$ cat config.mk
export PLATFORM = sky130hd
export DESIGN_NAME = pulse_heart_rate_estimator_core
export DESIGN_NICKNAME = d
export VERILOG_FILES = /design/src/design/phre_pkg.sv /design/src/design/phre_div.sv /design/src/design/phre_dp.sv /design/src/design/phre_ctrl.sv /design/src/design/pulse_heart_rate_estimator_core.sv
export SDC_FILE = /design/constraint.sdc
export NUM_CORES = 1
export LEC_CHECK = 0
export BUFFER_PORTS_ARGS = -buffer_cell sky130_fd_sc_hd__buf_4
export CORE_UTILIZATION = 64
export DETAILED_ROUTE_END_ITERATION = 8
export PLACE_DENSITY = 0.89
export RECOVER_POWER = 50
export SLEW_MARGIN = 30
export SYNTH_ARGS = -nofsm -noshare
export SYNTH_HDL_FRONTEND = slang
export SYNTH_SLANG_ARGS = --single-unit
$ cat constraint.sdc
create_clock -name clk -period 7.45 [get_ports clk]
set_clock_uncertainty 0.15 [all_clocks]
set_input_delay 2.235 -clock clk [delete_from_list [all_inputs] [get_ports clk]]
set_output_delay 2.235 -clock clk [all_outputs]
set_load 0.01 [all_outputs]
$ cat src/design/phre_pkg.sv
// ----------------------------------------------------------------------------
// phre_pkg: shared types and constants of the pulse heart rate estimator
// field widths, register indexes, reset values and controller/datapath structs
// ----------------------------------------------------------------------------
package phre_pkg;

	localparam int SAMPLE_W  = 12;
	localparam int COUNT_W   = 8;
	localparam int TICK_W    = 16;
	localparam int PERIOD_W  = 8;
	localparam int RATE_W    = 10;
	localparam int CFG_IDX_W = 2;
	localparam int CFG_DAT_W = 10;
	localparam int QUOT_W    = 16;
	localparam int DIV_STEPS = 16;
	localparam int STEP_W    = 4;

	localparam logic [QUOT_W-1:0]    MS_PER_MINUTE = 16'd60000;

	localparam logic [CFG_IDX_W-1:0] CFG_SAMPLE_PERIOD = 2'd0;
	localparam logic [CFG_IDX_W-1:0] CFG_RATE_HIGH     = 2'd1;
	localparam logic [CFG_IDX_W-1:0] CFG_RATE_LOW      = 2'd2;

	localparam logic [PERIOD_W-1:0]  PERIOD_RESET   = 8'd15;
	localparam logic [RATE_W-1:0]    RATE_HI_RESET  = 10'd200;
	localparam logic [RATE_W-1:0]    RATE_LO_RESET  = 10'd30;
	localparam logic [SAMPLE_W-1:0]  WIN_MIN_RESET  = 12'd4095;
	localparam logic [SAMPLE_W-1:0]  JUMP_RESET     = 12'd1024;

	typedef struct packed {
		logic load_sample;
		logic close_window;
		logic cross_eval;
		logic mul_en;
		logic div_start;
		logic load_out;
	} phre_cmd_t;

	typedef struct packed {
		logic hit;
		logic div_busy;
		logic div_done;
	} phre_stat_t;

endpackage

$ cat src/design/phre_div.sv
// ----------------------------------------------------------------------------
// phre_div: iterative restoring divider
// divides the constant ms-per-minute by a 16-bit interval, one bit per cycle
// ----------------------------------------------------------------------------
module phre_div (
	input  logic                        clk,
	input  logic                        arst_n,
	input  logic                        start,
	input  logic [phre_pkg::QUOT_W-1:0] divisor,
	output logic                        busy,
	output logic                        done,
	output logic [phre_pkg::QUOT_W-1:0] quotient
);
	import phre_pkg::*;

	logic              busy_q;
	logic              done_q;
	logic [STEP_W-1:0] step_q;
	logic [QUOT_W-1:0] div_q;
	logic [QUOT_W-1:0] rem_q;
	logic [QUOT_W-1:0] quo_q;
	logic [QUOT_W:0]   trial;
	logic              fits;

	assign trial = {rem_q, quo_q[QUOT_W-1]};
	assign fits  = trial >= {1'b0, div_q};

	always_ff @(posedge clk or negedge arst_n) begin
		if (!arst_n) begin
			busy_q <= 1'b0;
			done_q <= 1'b0;
			step_q <= '0;
		end else begin
			done_q <= 1'b0;
			if (start) begin
				busy_q <= 1'b1;
				step_q <= '0;
			end else if (busy_q) begin
				step_q <= step_q + 1'b1;
				if (step_q == STEP_W'(DIV_STEPS - 1)) begin
					busy_q <= 1'b0;
					done_q <= 1'b1;
				end
			end
		end
	end

	always_ff @(posedge clk) begin
		if (start) begin
			div_q <= divisor;
			rem_q <= '0;
			quo_q <= MS_PER_MINUTE;
		end else if (busy_q) begin
			// the remainder stays below the divisor, so 16 bits hold it
			rem_q <= fits ? QUOT_W'(trial - {1'b0, div_q}) : trial[QUOT_W-1:0];
			quo_q <= {quo_q[QUOT_W-2:0], fits};
		end
	end

	assign busy     = busy_q;
	assign done     = done_q;
	assign quotient = quo_q;

endmodule

$ cat src/design/phre_dp.sv
// ----------------------------------------------------------------------------
// phre_dp: estimator datapath
// window statistics, crossing detection, interval multiply, divide and clamp
// ----------------------------------------------------------------------------
module phre_dp #(
	parameter int WINDOW_LEN = 66
) (
	input  logic                           clk,
	input  logic                           arst_n,
	input  logic                           cfg_we,
	input  logic [phre_pkg::CFG_IDX_W-1:0] cfg_index,
	input  logic [phre_pkg::CFG_DAT_W-1:0] cfg_data,
	input  logic [phre_pkg::SAMPLE_W-1:0]  sample,
	input  phre_pkg::phre_cmd_t            cmd,
	output phre_pkg::phre_stat_t           stat,
	output logic [phre_pkg::RATE_W-1:0]    heart_rate
);
	import phre_pkg::*;

	localparam logic [COUNT_W-1:0] WIN_LEN = COUNT_W'(WINDOW_LEN);

	logic [PERIOD_W-1:0] period_q;
	logic [RATE_W-1:0]   rate_hi_q;
	logic [RATE_W-1:0]   rate_lo_q;

	logic [SAMPLE_W-1:0] prev_q;
	logic [SAMPLE_W-1:0] samp_q;
	logic [COUNT_W-1:0]  win_cnt_q;
	logic [SAMPLE_W-1:0] win_max_q;
	logic [SAMPLE_W-1:0] win_min_q;
	logic [SAMPLE_W-1:0] mid_q;
	logic [SAMPLE_W-1:0] jump_q;
	logic                above_q;
	logic                parity_q;
	logic [TICK_W-1:0]   tick_q;
	logic [TICK_W-1:0]   first_q;
	logic [TICK_W-1:0]   ticks_q;
	logic [QUOT_W-1:0]   interval_q;
	logic [RATE_W-1:0]   rate_q;

	logic [SAMPLE_W+1:0] diff;
	logic                accept;
	logic [SAMPLE_W:0]   mm_sum;
	logic [SAMPLE_W-1:0] mm_diff;
	logic                above_n;
	logic                rise;
	logic                later;
	logic [PERIOD_W+TICK_W-1:0] product;
	logic                div_busy;
	logic                div_done;
	logic [QUOT_W-1:0]   quotient;
	logic [QUOT_W-1:0]   bpm;
	logic [RATE_W-1:0]   capped;
	logic [RATE_W-1:0]   clamped;

	// configuration registers
	always_ff @(posedge clk or negedge arst_n) begin
		if (!arst_n) begin
			period_q  <= PERIOD_RESET;
			rate_hi_q <= RATE_HI_RESET;
			rate_lo_q <= RATE_LO_RESET;
		end else if (cfg_we) begin
			unique case (cfg_index)
				CFG_SAMPLE_PERIOD: period_q  <= cfg_data[PERIOD_W-1:0];
				CFG_RATE_HIGH:     rate_hi_q <= cfg_data[RATE_W-1:0];
				CFG_RATE_LOW:      rate_lo_q <= cfg_data[RATE_W-1:0];
				default:           ;
			endcase
		end
	end

	// signed difference against the previous raw sample
	assign diff    = {2'b00, sample} - {2'b00, prev_q};
	assign accept  = $signed(diff) < $signed({2'b00, jump_q});
	assign mm_sum  = {1'b0, win_max_q} + {1'b0, win_min_q};
	assign mm_diff = win_max_q - win_min_q;
	assign above_n = samp_q > mid_q;
	assign rise    = !above_q && above_n;
	assign later   = first_q < tick_q;

	always_ff @(posedge clk or negedge arst_n) begin
		if (!arst_n) begin
			prev_q    <= '0;
			win_cnt_q <= '0;
			win_max_q <= '0;
			win_min_q <= WIN_MIN_RESET;
			mid_q     <= '0;
			jump_q    <= JUMP_RESET;
			above_q   <= 1'b0;
			parity_q  <= 1'b0;
			tick_q    <= '0;
			first_q   <= '0;
		end else begin
			if (cmd.load_sample) begin
				prev_q <= sample;
				if (accept) begin
					if (sample > win_max_q) win_max_q <= sample;
					if (sample < win_min_q) win_min_q <= sample;
					win_cnt_q <= win_cnt_q + 1'b1;
				end
			end
			if (cmd.close_window && (win_cnt_q >= WIN_LEN)) begin
				mid_q     <= mm_sum[SAMPLE_W:1];
				jump_q    <= (win_max_q >= win_min_q) ? {1'b0, mm_diff[SAMPLE_W-1:1]} : '0;
				win_cnt_q <= '0;
				win_max_q <= '0;
				win_min_q <= WIN_MIN_RESET;
			end
			if (cmd.cross_eval) begin
				above_q <= above_n;
				if (rise) begin
					parity_q <= !parity_q;
					if (!parity_q) begin
						first_q <= tick_q;
						tick_q  <= tick_q + 1'b1;
					end else begin
						// second crossing restarts the tick count
						tick_q <= later ? '0 : TICK_W'(1);
					end
				end else begin
					tick_q <= tick_q + 1'b1;
				end
			end
		end
	end

	assign product = ticks_q * period_q;

	always_ff @(posedge clk) begin
		if (cmd.load_sample) samp_q <= sample;
		if (cmd.cross_eval) ticks_q <= tick_q - first_q;
		if (cmd.mul_en) interval_q <= product[QUOT_W-1:0];
		if (cmd.load_out) rate_q <= clamped;
	end

	phre_div u_div (
		.clk      (clk),
		.arst_n   (arst_n),
		.start    (cmd.div_start),
		.divisor  (interval_q),
		.busy     (div_busy),
		.done     (div_done),
		.quotient (quotient)
	);

	// a zero interval reports the high limit
	always_comb begin
		bpm     = (interval_q == '0) ? {{(QUOT_W-RATE_W){1'b0}}, rate_hi_q} : quotient;
		capped  = (bpm > {{(QUOT_W-RATE_W){1'b0}}, rate_hi_q}) ? rate_hi_q : bpm[RATE_W-1:0];
		clamped = (capped < rate_lo_q) ? rate_lo_q : capped;
	end

	assign stat.hit      = cmd.cross_eval && rise && parity_q && later;
	assign stat.div_busy = div_busy;
	assign stat.div_done = div_done;
	assign heart_rate    = rate_q;

endmodule

$ cat src/design/phre_ctrl.sv
// ----------------------------------------------------------------------------
// phre_ctrl: estimator controller
// sequences one sample through the datapath and owns the result handshake
// ----------------------------------------------------------------------------
module phre_ctrl (
	input  logic                 clk,
	input  logic                 arst_n,
	input  logic                 in_valid,
	output logic                 in_ready,
	output logic                 out_valid,
	input  logic                 out_ready,
	input  phre_pkg::phre_stat_t stat,
	output phre_pkg::phre_cmd_t  cmd
);
	import phre_pkg::*;

	localparam logic [2:0] S_IDLE  = 3'd0;
	localparam logic [2:0] S_WIN   = 3'd1;
	localparam logic [2:0] S_CROSS = 3'd2;
	localparam logic [2:0] S_MUL   = 3'd3;
	localparam logic [2:0] S_DGO   = 3'd4;
	localparam logic [2:0] S_DWAIT = 3'd5;
	localparam logic [2:0] S_LOAD  = 3'd6;

	logic [2:0] state_q;
	logic [2:0] state_n;
	logic       out_valid_q;
	logic       out_free;

	// the output register may be refilled in the cycle its transaction completes
	assign out_free = !out_valid_q || out_ready;

	always_comb begin
		state_n = state_q;
		cmd     = '0;
		unique case (state_q)
			S_IDLE: begin
				cmd.load_sample = in_valid;
				if (in_valid) state_n = S_WIN;
			end
			S_WIN: begin
				cmd.close_window = 1'b1;
				state_n = S_CROSS;
			end
			S_CROSS: begin
				cmd.cross_eval = 1'b1;
				state_n = stat.hit ? S_MUL : S_IDLE;
			end
			S_MUL: begin
				cmd.mul_en = 1'b1;
				state_n = S_DGO;
			end
			S_DGO: begin
				cmd.div_start = 1'b1;
				state_n = S_DWAIT;
			end
			S_DWAIT: begin
				if (stat.div_done) state_n = S_LOAD;
			end
			S_LOAD: begin
				cmd.load_out = out_free;
				if (out_free) state_n = S_IDLE;
			end
			default: state_n = S_IDLE;
		endcase
	end

	always_ff @(posedge clk or negedge arst_n) begin
		if (!arst_n) begin
			state_q     <= S_IDLE;
			out_valid_q <= 1'b0;
		end else begin
			state_q <= state_n;
			if (cmd.load_out) out_valid_q <= 1'b1;
			else if (out_ready) out_valid_q <= 1'b0;
		end
	end

	assign in_ready  = (state_q == S_IDLE);
	assign out_valid = out_valid_q;

endmodule

$ cat src/design/pulse_heart_rate_estimator_core.sv
// ----------------------------------------------------------------------------
// pulse_heart_rate_estimator_core: ppg threshold-crossing heart rate estimator
// each sample passes the window and crossing states; one that ends a beat
// interval also passes multiply, divide and result load; one sample at a time
// reset: arst_n resets control, window and config registers, not data; no clearing pass
// ----------------------------------------------------------------------------
module pulse_heart_rate_estimator_core #(
	parameter int WINDOW_LEN = 66
) (
	input  logic                           clk,
	input  logic                           arst_n,
	input  logic                           cfg_we,
	input  logic [phre_pkg::CFG_IDX_W-1:0] cfg_index,
	input  logic [phre_pkg::CFG_DAT_W-1:0] cfg_data,
	input  logic                           in_valid,
	output logic                           in_ready,
	input  logic [phre_pkg::SAMPLE_W-1:0]  sample,
	output logic                           out_valid,
	input  logic                           out_ready,
	output logic [phre_pkg::RATE_W-1:0]    heart_rate
);
	import phre_pkg::*;

	phre_cmd_t  cmd;
	phre_stat_t stat;

	phre_ctrl u_ctrl (
		.clk       (clk),
		.arst_n    (arst_n),
		.in_valid  (in_valid),
		.in_ready  (in_ready),
		.out_valid (out_valid),
		.out_ready (out_ready),
		.stat      (stat),
		.cmd       (cmd)
	);

	phre_dp #(
		.WINDOW_LEN (WINDOW_LEN)
	) u_dp (
		.clk        (clk),
		.arst_n     (arst_n),
		.cfg_we     (cfg_we),
		.cfg_index  (cfg_index),
		.cfg_data   (cfg_data),
		.sample     (sample),
		.cmd        (cmd),
		.stat       (stat),
		.heart_rate (heart_rate)
	);

`ifndef SYNTH
	a_one_at_a_time: assert property (@(posedge clk) disable iff (!arst_n)
		in_valid && in_ready |=> !in_ready)
		else $error("sample transaction accepted while a sample is in work");

	a_no_overwrite: assert property (@(posedge clk) disable iff (!arst_n)
		cmd.load_out |-> (!out_valid || out_ready))
		else $error("result register loaded over a pending transaction");

	a_div_idle_start: assert property (@(posedge clk) disable iff (!arst_n)
		cmd.div_start |-> !stat.div_busy)
		else $error("divider started while busy");
`endif

endmodule
==> impl_metrics.toml, run 1 <==
[placed_design]
port_buffers = 40
place_congestion = 0.954
dp_hpwl_um = 26300
dp.cells = 2033
place_area_sq_mm = 0.0173

[clocking]
cts_hold_buf = 0
cts.clk_slew.worst_paths_ns = 0.07
cts-buffers-inserted = 27
clock_sinks = 241
root_buffer = "clkbuf_16"
clk_path_buf_depth = 3
cts_resized = 0
clock_latency_ns = 0.54
ctsHtreeMaxLevel = 1
cts_tree = "yes"
post-cts-setup-buffer-count = 0

[run_status]
outcome = "finished with violations"
violations = "capacitance limit, slew limit"

[setup_path]
r2r_end = "u_dp.heart_rate[8]"
cp.arrival_ns = 6.23
worstPathRequired_ns = 7.58
r2r_start = "u_dp.interval_q[1]"
slowest_delay_ns = 0.44
reg2reg_depth = 21
cpMaxStageDelayCell = "a21boi_1"
r2r_slack_ns = 1.34
end_kind = "flop"
crit_top_cell = "o21ai_0"
worst-setup-path-type = "reg -> reg"
cp_max_fo = 21
cp-start-kind = "flop"
crit_chain = "nor4_1, nand4_1, buf_4, o21ai_0, ha_1, a21o_1, a221oi_1, o41ai_1, o21ai_0, a21boi_1, buf_4, nand2_1, o21ai_0, ha_1, a2111oi_0, o21ai_0, a31oi_1, nor2b_1, nor4b_1, a21o_1, mux2_2"

[sta]
hold_viol_final = 0
relSlewSlack_pct = -173
drv_slew = 163
setup_viol = 0
fin_crit_sh_pct = 81.9
fmax_mhz = 164
period_needed_ns = 6.11
tightest_slew_ns = 4.10
fin_tns_setup_ns = 0
rsz0062_at_grt = "false"

[finish]
layout-drive-gt1-share_pct = 9.42
regArea_sq_mm = 0.00625
n_fill_cell = 1704
fin_cells = 2082
multiInputGateArea_sq_mm = 0.00944
fin_nets = 1986
fin_area_sq_mm = 0.0181
antenna_cells = 0
syn2layout_area_growth_pct = 8.16

[synthesis]
ys.warnings.count = 0
ys_seq_area_share_pct = 37.3
yosys.area.top_type = "dfrtp_1"
ys_ff_latch = 241
synth_ff_type = "dfrtp_1"
synth_commonest_cells = "inv_1 (221), nand2_1 (166), ha_1 (160), dfrtp_1 (115), o21ai_0 (95)"
synthTopCellsByArea = "dfrtp_1 (17%), edfxtp_1 (13%), ha_1 (12%), fa_1 (7.8%), inv_1 (4.9%)"
synth_edf_count = 70
syn-mean-instance-area_sq_um = 9.82
synth_nets = 1961
syn_inst = 1707
synth_top_area_share_pct = 17.2
async_reset_ff_share_pct = 57.7
synth_area_sq_mm = 0.0168
synth_most_common_cell = "inv_1"
ys_types = 76

[floorplanning]
fp.dieArea_sq_mm = 0.0268
io_pins = 41
coreArea_sq_mm = 0.0255
initial_core_util_pct = 65.8
num_rows = 58
die_h_um = 164
die_w_um = 164

[routing]
route.detailed.drc = 0
wl_um = 38100
antenna_left = 0
routedWlPerCell_um = 18.3
vias = 12800
vias_per_cell = 6.13
dr.pass1.iters = 5
drt_iter0_markers = 1215

[worst_hold_path]
whs_path_depth = 0
min_from = "u_dp.interval_q[11]"
holdPathEnd = "u_dp.u_div.div_q[11]"
worstHoldPathType = "reg -> reg"

[grt]
grt_overflow = 0
first_global_vias = 13000
antenna_found_initial = 0
gr-usage-all-layers_pct = 29.4
grt_pass1_wl_um = 62900
grt_start_max_net_pins = 75

[run]
cap_violations = 3
==> metrics by stage <==
stage                     setup slack, ns  hold slack, ns  utilization (%)
after detailed placement            0.873           0.290             68.1
after global routing                0.709           0.317             71.2
after floorplan                      1.70           0.277                -
after global placement               1.06           0.282             68.1
final                                1.34           0.306             71.2
after CTS                            1.40           0.301             71.6
==> registers in the layout, summed over array words and instances (netlist names), 16 cells and up <==
signal               flops
u_dp.u_div.rem_q        16
u_dp.tick_q             16
u_dp.ticks_q            16
u_dp.first_q            16
u_dp.u_div.div_q        16
u_dp.interval_q         16
u_dp.u_div.quotient     16
==> worst max path at each step <==
stage,from,end,slack [ns],depth (start not counted)
floorplan,sample[0],u_dp.win_max_q[10],1.70,19
global placement,sample[0],u_dp.win_max_q[0],1.06,19
finish,u_dp.interval_q[1],u_dp.heart_rate[8],1.34,21
CTS,u_dp.interval_q[0],u_dp.heart_rate[8],1.40,21
global route,arst_n,u_dp.u_div.busy,0.71,1
detailed placement,sample[0],u_dp.win_max_q[4],0.87,19
==> critical path: cells and delay by family (launching register included) <==
kind,cells,cell delay (ns)
buf+inv,2,0.51
mux,1,0.41
simple gates,5,0.99
fa+ha+maj,2,0.61
compound gates,11,2.77
flops,1,0.39
==> cells in the final DEF, fill, tap and decap left out, types with 64 or more instances in the layout <==
cell type and instances:
o21ai_0 98, a21oi_1 83, edfxtp_1 70, dfrtp_1 114, nand2_1 166, xnor2_1 64, ha_1 160, nor2_1 74
fa_1 65, inv_1 221
==> layer usage <==
layer  global-route usage, %  up-vias  share of wire, %
met5                       0        -                 0
met4                    12.1        0               4.0
met3                    3.46      131               5.6
met2                    53.2      524                50
met1                    35.6     6219                40
li1                        -     5889                 -
==> logic make-up (layout without fill, tap and decap cells) <==
family,Yosys count,count (layout),share of synthesized area [%]
and+or+nand+nor,453,453,13.2
AOI/OAI and AO/OA,323,323,12.4
buffers and inverters,276,321,6.40
DFF,241,241,37.3
adders and majority gates,225,225,19.7
muxes,98,98,6.26
xor gates and xnor gates,91,91,4.75
==> layout make-up <==
| type | count | area share [%] |
|---|---|---|
| repair buffers | 50 | 1.66 |
| well taps | 330 | 2.28 |
| flip-flops and latches | 241 | 34.5 |
| clock buffers | 42 | 4.65 |
| clock inverters | 7 | 0.276 |
| multi-input cells | 1190 | 52.1 |
| inverters | 222 | 4.60 |
Power of run 1 is left out: the tool's default activity adds up to more than one toggle a clock period on the data nets, which glitch-free logic cannot reach.
==> run 2: changes to the inputs <==
- clock period: 7.45 -> 6.2 ns (I/O delays scaled with it)
==> impl_metrics.toml, run 2 (same netlist as run 1, synthesis figures left out) <==
[clocking]
cts-buffers-inserted = 27
root_buffer = "clkbuf_16"
cts_tree = "yes"
clock_latency_ns = 0.53
clock_sinks = 241
ctsHtreeMaxLevel = 1
clk_path_buf_depth = 3
cts_hold_buf = 0
post-cts-setup-buffer-count = 0
cts_resized = 0
cts.clk_slew.worst_paths_ns = 0.06

[routing]
vias = 12500
drt_iter0_markers = 1084
vias_per_cell = 5.98
routedWlPerCell_um = 17.1
route.detailed.drc = 0
dr.pass1.iters = 6
wl_um = 35700
antenna_left = 0

[setup_path]
cp_max_fo = 21
cp.arrival_ns = 5.85
worst-setup-path-type = "reg -> reg"
r2r_slack_ns = 0.48
end_kind = "flop"
reg2reg_depth = 21
r2r_start = "u_dp.interval_q[10]"
worstPathRequired_ns = 6.33
cp-start-kind = "flop"
r2r_end = "u_dp.heart_rate[3]"

[grt]
antenna_found_initial = 0
grt_pass1_wl_um = 59700
grt_overflow = 0
gr-usage-all-layers_pct = 27.7
grt_start_max_net_pins = 81
first_global_vias = 12800

[run_status]
violations = "capacitance limit, slew limit"
outcome = "finished with violations"

[sta]
fmax_mhz = 175
fin_crit_sh_pct = 92.2
fin_tns_setup_ns = 0
hold_viol_final = 0
setup_viol = 0
drv_slew = 201
relSlewSlack_pct = -146
rsz0062_at_grt = "false"
period_needed_ns = 5.72
tightest_slew_ns = 3.69

[floorplanning]
io_pins = 41
die_h_um = 164
fp.dieArea_sq_mm = 0.0268
initial_core_util_pct = 65.8
num_rows = 58
die_w_um = 164
coreArea_sq_mm = 0.0255

[run]
cap_violations = 4

[finish]
layout_common_cells = "inv_1 (221), nand2_1 (166), ha_1 (160), dfrtp_1 (114), o21ai_0 (97)"
fin_nets = 1990
antenna_cells = 0
fin_area_sq_mm = 0.0182
syn2layout_area_growth_pct = 8.81
n_fill_cell = 1687
final_common_cell = "inv_1"
fin_util_pct = 71.6
layout-drive-gt1-share_pct = 9.62

[worst_hold_path]
whs_path_depth = 0
holdPathEnd = "u_dp.u_div.div_q[15]"
worstHoldPathType = "reg -> reg"
min_from = "u_dp.interval_q[15]"

[placed_design]
dp_hpwl_um = 25900
place_congestion = 0.893
port_buffers = 40
place_area_sq_mm = 0.0174
==> run 2: layer usage <==
metal	global-route usage, %	wire (um)
met5	0	0
met4	10.0	1190
met3	3.96	1790
met2	49.5	17700
met1	33.9	15000
==> run 2: final cells by class <==
class / count / area [sq um] / area share [%]
clock buffers: 39 / 815 / 4.47
repair buffers: 54 / 333 / 1.82
clock inverters: 10 / 154 / 0.844
multi-input cells: 1190 / 9440 / 51.8
flip-flops and latches: 241 / 6250 / 34.3
inverters: 222 / 833 / 4.57
well taps: 330 / 413 / 2.26
==> run 2: how the worst max path moves through the flow <==
stage	slack [ns]	to	start
floorplan	0.82	u_dp.win_max_q[10]	sample[0]
CTS	0.38	u_dp.heart_rate[3]	u_dp.interval_q[10]
global route	0.09	u_dp.heart_rate[3]	u_dp.interval_q[0]
finish	0.48	u_dp.heart_rate[3]	u_dp.interval_q[10]
global placement	0.48	u_dp.win_max_q[0]	sample[0]
detailed placement	0.34	u_dp.win_max_q[8]	sample[0]
==> run 2: stage by stage <==
stage               std cells  worst slack (ns)  hold WS [ns]
floorplan                1707             0.821         0.277
global placement         2037             0.483         0.280
detailed placement       2037             0.342         0.284
CTS                      2086             0.377         0.295
global route             2086            0.0890         0.302
finish                   2086             0.481         0.298
==> run 2: critical path, cell delays in order (launching register included) <==
cell	delay, ns
edfxtp_1	0.39
nor4_1	0.40
nand4_1	0.15
buf_4	0.23
o21ai_0	0.26
ha_1	0.30
and3_1	0.19
a221oi_1	0.25
o41ai_1	0.09
o21ai_0	0.21
a21boi_1	0.28
buf_4	0.22
nand2_1	0.08
o21ai_0	0.13
ha_1	0.30
a2111oi_0	0.40
o21ai_0	0.14
a31oi_1	0.18
nor2b_1	0.08
nor4b_1	0.34
a21o_2	0.33
mux2_2	0.37
Power of run 2 is left out for the same reason.
